$ cat config.mk
export PLATFORM = sky130hd
export DESIGN_NAME = montgomery_word_inverse
export DESIGN_NICKNAME = d
export VERILOG_FILES = /design/src/rtl/core/mwi_pkg.sv /design/src/rtl/core/mwi_datapath.sv /design/src/rtl/core/mwi_ctrl.sv /design/src/rtl/core/montgomery_word_inverse.sv
export SDC_FILE = /design/constraint.sdc
export NUM_CORES = 2
export LEC_CHECK = 0
export ABC_AREA = 1
export BUFFER_PORTS_ARGS = -buffer_cell sky130_fd_sc_hd__buf_2
export CORE_AREA = 5 5 294 296
export DETAILED_ROUTE_END_ITERATION = 16
export DIE_AREA = 0 0 299 301
export RECOVER_POWER = 25
export SYNTH_ARGS = -nofsm -noshare
export SYNTH_HDL_FRONTEND = slang
export SYNTH_SLANG_ARGS = --single-unit
$ cat constraint.sdc
create_clock -name clk -period 20.7 [get_ports clk]
set_input_delay 3.105 -clock clk [delete_from_list [all_inputs] [get_ports clk]]
set_output_delay 3.105 -clock clk [all_outputs]
set_load 0.005 [all_outputs]
$ cat src/rtl/core/mwi_pkg.sv
// Package for the Montgomery word inverse block.
// Holds the shared constants, the controller state type and the command/status structs.
// No dependencies.
package mwi_pkg;

  localparam int WORD_W      = 32;
  localparam int ROUND_LIMIT = 64;
  // Restoring divider handles a 33-bit dividend (2^32 on the first round)
  localparam int DIV_STEPS   = WORD_W + 1;
  localparam int DIV_CNT_W   = $clog2(DIV_STEPS);

  typedef enum logic [2:0] {
    ST_IDLE,
    ST_CHECK,
    ST_DIV,
    ST_MUL,
    ST_UPD,
    ST_FINISH
  } mwi_state_t;

  // Controller -> datapath
  typedef struct packed {
    logic load;
    logic div_start;
    logic div_step;
    logic mul;
    logic update;
    logic finish;
  } mwi_cmd_t;

  // Datapath -> controller
  typedef struct packed {
    logic rem_zero;
    logic round_done;
    logic div_last;
  } mwi_status_t;

endpackage

$ cat src/rtl/core/mwi_datapath.sv
// Datapath of the Montgomery word inverse block: Euclid registers, bit-serial divider,
// coefficient multiplier and result register.
// Depends on mwi_pkg.
module mwi_datapath #(
  parameter int ROUND_LIMIT = mwi_pkg::ROUND_LIMIT
) (
  input  logic                         clk,
  input  logic [mwi_pkg::WORD_W-1:0]   word_in,
  input  mwi_pkg::mwi_cmd_t            cmd,
  output mwi_pkg::mwi_status_t         status,
  output logic [mwi_pkg::WORD_W-1:0]   result
);

  localparam int W       = mwi_pkg::WORD_W;
  localparam int ROUND_W = $clog2(ROUND_LIMIT + 1);

  // Euclid state; dvd == 0 stands for 2^32 before the first round
  logic [W-1:0] rem;
  logic [W-1:0] dvd;
  logic [W-1:0] co_cur;
  logic [W-1:0] co_prev;
  logic [W-1:0] product;
  logic [ROUND_W-1:0] round_cnt;

  // Divider: quo starts as the dividend and shifts into the quotient
  logic [W:0] quo;
  logic [W:0] part;
  logic [mwi_pkg::DIV_CNT_W-1:0] bit_cnt;

  logic [W:0] shifted;
  logic       ge;

  // One restoring step
  always_comb begin
    shifted = {part[W-1:0], quo[W]};
    ge      = (shifted >= {1'b0, rem});
  end

  always_ff @(posedge clk) begin
    if (cmd.load) begin
      rem       <= word_in;
      dvd       <= '0;
      co_cur    <= W'(1);
      co_prev   <= '0;
      round_cnt <= '0;
    end
    if (cmd.div_start) begin
      quo     <= (dvd == '0) ? {1'b1, {W{1'b0}}} : {1'b0, dvd};
      part    <= '0;
      bit_cnt <= '0;
    end
    if (cmd.div_step) begin
      part    <= ge ? (shifted - {1'b0, rem}) : shifted;
      quo     <= {quo[W-1:0], ge};
      bit_cnt <= bit_cnt + 1'b1;
    end
    // Quotient wraps to 32 bits, product wraps modulo 2^32
    if (cmd.mul) begin
      product <= W'(quo[W-1:0] * co_cur);
    end
    if (cmd.update) begin
      dvd       <= rem;
      rem       <= part[W-1:0];
      co_prev   <= co_cur;
      co_cur    <= co_prev - product;
      round_cnt <= round_cnt + 1'b1;
    end
    // gcd must be one, otherwise no inverse
    if (cmd.finish) begin
      result <= (dvd == W'(1)) ? (W'(0) - co_prev) : '0;
    end
  end

  always_comb begin
    status.rem_zero   = (rem == '0);
    status.round_done = (round_cnt == ROUND_W'(ROUND_LIMIT));
    status.div_last   = (bit_cnt == mwi_pkg::DIV_CNT_W'(mwi_pkg::DIV_STEPS - 1));
  end

endmodule

$ cat src/rtl/core/mwi_ctrl.sv
// Controller of the Montgomery word inverse block: sequences rounds and owns the handshakes.
// Depends on mwi_pkg.
module mwi_ctrl (
  input  logic                  clk,
  input  logic                  rst,
  input  logic                  s_tvalid,
  output logic                  s_tready,
  output logic                  m_tvalid,
  input  logic                  m_tready,
  input  mwi_pkg::mwi_status_t  status,
  output mwi_pkg::mwi_cmd_t     cmd
);

  mwi_pkg::mwi_state_t state;
  mwi_pkg::mwi_state_t state_next;
  logic out_free;

  assign out_free = !m_tvalid || m_tready;

  // State register
  always_ff @(posedge clk) begin
    if (rst) begin
      state <= mwi_pkg::ST_IDLE;
    end else begin
      state <= state_next;
    end
  end

  // Output request register
  always_ff @(posedge clk) begin
    if (rst) begin
      m_tvalid <= 1'b0;
    end else if (cmd.finish) begin
      m_tvalid <= 1'b1;
    end else if (m_tready) begin
      m_tvalid <= 1'b0;
    end
  end

  // Next state and commands
  always_comb begin
    state_next = state;
    cmd        = '0;
    s_tready   = 1'b0;
    unique case (state)
      mwi_pkg::ST_IDLE: begin
        s_tready = 1'b1;
        if (s_tvalid) begin
          cmd.load   = 1'b1;
          state_next = mwi_pkg::ST_CHECK;
        end
      end
      mwi_pkg::ST_CHECK: begin
        if (status.rem_zero || status.round_done) begin
          state_next = mwi_pkg::ST_FINISH;
        end else begin
          cmd.div_start = 1'b1;
          state_next    = mwi_pkg::ST_DIV;
        end
      end
      mwi_pkg::ST_DIV: begin
        cmd.div_step = 1'b1;
        if (status.div_last) begin
          state_next = mwi_pkg::ST_MUL;
        end
      end
      mwi_pkg::ST_MUL: begin
        cmd.mul    = 1'b1;
        state_next = mwi_pkg::ST_UPD;
      end
      mwi_pkg::ST_UPD: begin
        cmd.update = 1'b1;
        state_next = mwi_pkg::ST_CHECK;
      end
      mwi_pkg::ST_FINISH: begin
        if (out_free) begin
          cmd.finish = 1'b1;
          state_next = mwi_pkg::ST_IDLE;
        end
      end
      default: begin
        state_next = mwi_pkg::ST_IDLE;
      end
    endcase
  end

endmodule

$ cat src/rtl/core/montgomery_word_inverse.sv
// Montgomery word inverse: returns -(w^-1) mod 2^32 for the low word of a modulus.
// Usage:
//   Slave channel s_* carries one request: the low 32-bit word of the modulus.
//   Master channel m_* returns one request: the Montgomery constant, or 0 when
//   the word is even or zero (no inverse modulo 2^32).
//   One request is processed at a time; s_tready is high only while idle.
// Timing:
//   Each Euclid round runs a check state, the one-bit-per-cycle restoring
//   divider over the 33-bit dividend, a multiply state and an update state.
//   The number of rounds is bounded by ROUND_LIMIT; the divider loop dominates.
//   A new request is accepted only after the previous result has been moved
//   to the output register.
// Reset: rst (synchronous, active high) returns the controller to idle and
//   drops m_tvalid; no other state is kept between requests.
// Stall: the result sits in an output register; while m_tready is low it stays
//   there, and the next finished result waits until that register is free.
// Depends on mwi_pkg, mwi_ctrl, mwi_datapath.
module montgomery_word_inverse #(
  parameter int ROUND_LIMIT = mwi_pkg::ROUND_LIMIT
) (
  input  logic                        clk,
  input  logic                        rst,
  input  logic                        s_tvalid,
  output logic                        s_tready,
  input  logic [mwi_pkg::WORD_W-1:0]  s_tdata,   // [31:0] modulus_low_word
  output logic                        m_tvalid,
  input  logic                        m_tready,
  output logic [mwi_pkg::WORD_W-1:0]  m_tdata    // [31:0] montgomery_constant
);

  mwi_pkg::mwi_cmd_t    cmd;
  mwi_pkg::mwi_status_t status;

  // Sequencer
  mwi_ctrl u_ctrl (
    .clk      (clk),
    .rst      (rst),
    .s_tvalid (s_tvalid),
    .s_tready (s_tready),
    .m_tvalid (m_tvalid),
    .m_tready (m_tready),
    .status   (status),
    .cmd      (cmd)
  );

  // Euclid datapath
  mwi_datapath #(
    .ROUND_LIMIT (ROUND_LIMIT)
  ) u_datapath (
    .clk     (clk),
    .word_in (s_tdata),
    .cmd     (cmd),
    .status  (status),
    .result  (m_tdata)
  );

`ifndef SYNTHESIS
  // A taken request keeps the block busy in the next cycle
  a_busy_after_accept: assert property (@(posedge clk) disable iff (rst)
    (s_tvalid && s_tready) |=> !s_tready)
    else $error("input accepted while busy");

  // A result appears only as the controller returns to idle
  a_result_at_idle: assert property (@(posedge clk) disable iff (rst)
    $rose(m_tvalid) |-> s_tready)
    else $error("result raised outside idle");

  // The controller only issues one datapath command at a time
  a_single_cmd: assert property (@(posedge clk) disable iff (rst)
    $onehot0(cmd))
    else $error("overlapping datapath commands");
`endif

endmodule

==> reports/summary.txt <==
Startpoint Class - flip-flop
CTS Buffer Depth - 3
Ports - 70
Vias - 22280
Num CTS Buffers - 31
Non-filler cells, final - 4683
Layout cells sized above 1 - 5.11%
Die width - 299 um
Buf/Inv on CP - 3
FMAX - 136 MHz
Cell row count - 106
Data arrival, critical path - 7.66 ns
Buffers on Ports - 69
First-pass GRT wire length - 124000 um
Status - finished, violations left
Syn_area_per_cell - 8.52 um2
Die height - 301 um
Yosys top cell by area - fa_1
Post-synth cell types - 55
Setup tns final - 0 ns
WL/cell - 16.3 um
PnR worst setup slack - 13.37 ns
Main area contributors after synthesis - fa_1, edfxtp_1, inv_1, nand2_1, ha_1
Hold crit path type - flip-flop to flip-flop
Cell with the most instances after synthesis - inv_1
Clk pin slew, worst setup/hold paths - 0.06 ns
Die area - 90000 um2
Crit end category - flip-flop
DR vias/cell - 4.76
Worst path top cell family by delay - adder cells
WHS Endpoint - u_datapath.quo[21]$_DFFE_PP_
CTS root buf - clkbuf_16
Worst path slowest cell - edfxtp_1
Main synth FF type - edfxtp_1
Tmin final - 7.33 ns
CTS tree - done
RSZ-0062 raised after global routing - no
CP peak stage delay - 1.08 ns
GR Util All Layers - 17.0%
Critical path class - flip-flop to flip-flop
Number of routed nets with antenna violations - 0
Hold_buf cts - 0
Min-delay src - u_datapath.dvd[21]$_SDFFCE_PN0P_
Cells after Synth - 3586
Top post-synthesis cells by count - inv_1, nand2_1, fa_1
Max FO, Critical Path - 29
Total setup buffers inserted after CTS - 0
First drt pass iteration count - 7
Slew margin rel. - -149%
Post-route DRC - 0
Pin slew with the least headroom to its limit - 3.74 ns
Area Growth Syn to Fin - 8.05%
Place WS - 13.44 ns
Post-Syn Nets - 4223
Clock skew - 0.0167 ns
Max Slew Vio Count - 295
Yosys warns - 0
Final Hold Viols - 0
H-tree levels - 1
Post_cts resized - 0
Number of diodes - 0
DRT iter0 DRCs - 1498
Reg-to-reg startpoint - u_datapath.co_cur[4]$_SDFFCE_PN0P_
Reg2reg end - u_datapath.product[30]$_DFFE_PN_
Drt total wl - 76100 um
R2r setup slk - 13.37 ns
Grt total ovfl - 0
Final nets - 4217
EDFF count, synth - 270
# clock sinks - 274
Violated checks - max-capacitance violations, max-slew violations
Fraction of registers with async set/reset - 0%
#FFs+latches synth - 274
Seq/Total Area, Yosys - 26.8%
Initial Util - 36.7%
Crit path cell chain - nand2_1 -> fa_1 -> inv_1 -> fa_1 -> inv_1 -> fa_1 -> fa_1 -> inv_1 -> fa_1 -> fa_1 -> fa_1 -> fa_1 -> ha_1 -> nand2_1 -> nor4_1 -> nand3_1 -> nand4_1 -> nand2_1 -> o311ai_0 -> xor2_1
Max_cap viols - 6
Hpwl dp - 60300 um
Crit path top cell by count - fa_1
Setup violations, final - 0
Post-synth top area share - 26.9%
Pin count of the biggest net entering global routing - 84
Dpl cells - 4627
Vias in the first global route - 22860
Hold Crit Depth - 2
Worst setup path start - u_datapath.co_cur[4]$_SDFFCE_PN0P_
Worst Path Required - 21.02 ns
Worst-Skew Late Latency - 0.60 ns
Fin crit share - 35.4%
Core footprint - 83300 um2
Post-layout util - 39.6%
Synth Cell Area - 30500 um2
Gpl congestion - 0.878
FF-to-FF path depth - 20
Initial antenna violation count - 1
-- stage by stage --
step                      cell area [um2]  hold WS [ns]
after detailed placement            32000         0.529
after floorplan                     30500         0.504
after global routing                33000         0.558
after global placement              32000         0.525
after CTS                           33000         0.547
final                               33000         0.538
-- registers in the layout (all words and copies together) (netlist names), 32 cells and up --
name                cells
u_datapath.dvd         32
u_datapath.product     32
u_datapath.rem         32
u_datapath.result      32
u_datapath.quo         33
u_datapath.co_cur      32
u_datapath.part        32
u_datapath.co_prev     32
-- layout by cell type, fill, tap and decap left out, types with 31 or more instances in the layout --
cell / n
inv_1: 905
nor2_1: 169
xor2_1: 61
o21ai_0: 106
ha_1: 191
buf_2: 69
edfxtp_1: 270
nand2_1: 880
a21oi_1: 181
xnor2_1: 59
clkbuf_16: 31
fa_1: 410
-- routing by layer --
layer | vias up | routed length, um | global-route usage, % | share of wire (%)
met4 | 2 | 1090 | 2.48 | 1.4
met1 | 10792 | 35000 | 24.6 | 46
met2 | 611 | 34800 | 27.9 | 46
met3 | 67 | 5200 | 2.35 | 6.8
met5 | - | 13 | 0 | 0.017
li1 | 10808 | - | - | -
-- cell families after synthesis --
kind of cell / after synthesis / share of synthesized area, %
and+or+nand+nor: 1177 / 15.6
buffers and inverters: 1052 / 13.0
adders and majority gates: 601 / 34.7
AOI/OAI and AO/OA: 362 / 6.53
DFF: 274 / 26.8
xor gates and xnor gates: 120 / 3.44
-- final cells by class --
type | instances | area, um2
Clock buffer | 33 | 783
Clock inverter | 23 | 251
Fill cell | 8408 | 50300
Inverter | 908 | 3410
Multi-Input combinational cell | 2260 | 18400
Sequential cell | 274 | 8190
Tap cell | 1080 | 1350
Timing Repair Buffer | 105 | 586
-- tightest hold or removal path, stage by stage (launching register included) --
cell,delay [ns]
edfxtp_1,0.34
nand2_1,0.05
nand2_1,0.04
-- how the worst max path moves through the flow --
stage | endpoint | slack [ns] | cells after the start
finish | u_datapath.product[30]$_DFFE_PN_ | 13.37 | 20
global route | u_datapath.product[29]$_DFFE_PN_ | 12.99 | 22
CTS | u_datapath.product[30]$_DFFE_PN_ | 13.40 | 20
detailed placement | u_datapath.product[30]$_DFFE_PN_ | 13.44 | 20
global placement | u_datapath.product[30]$_DFFE_PN_ | 13.50 | 20
floorplan | u_datapath.co_cur[0]$_SDFFCE_PN1P_ | 10.36 | 2
Power is left out: the tool's default activity adds up to more than one toggle a clock period on the data nets, which glitch-free logic cannot reach.
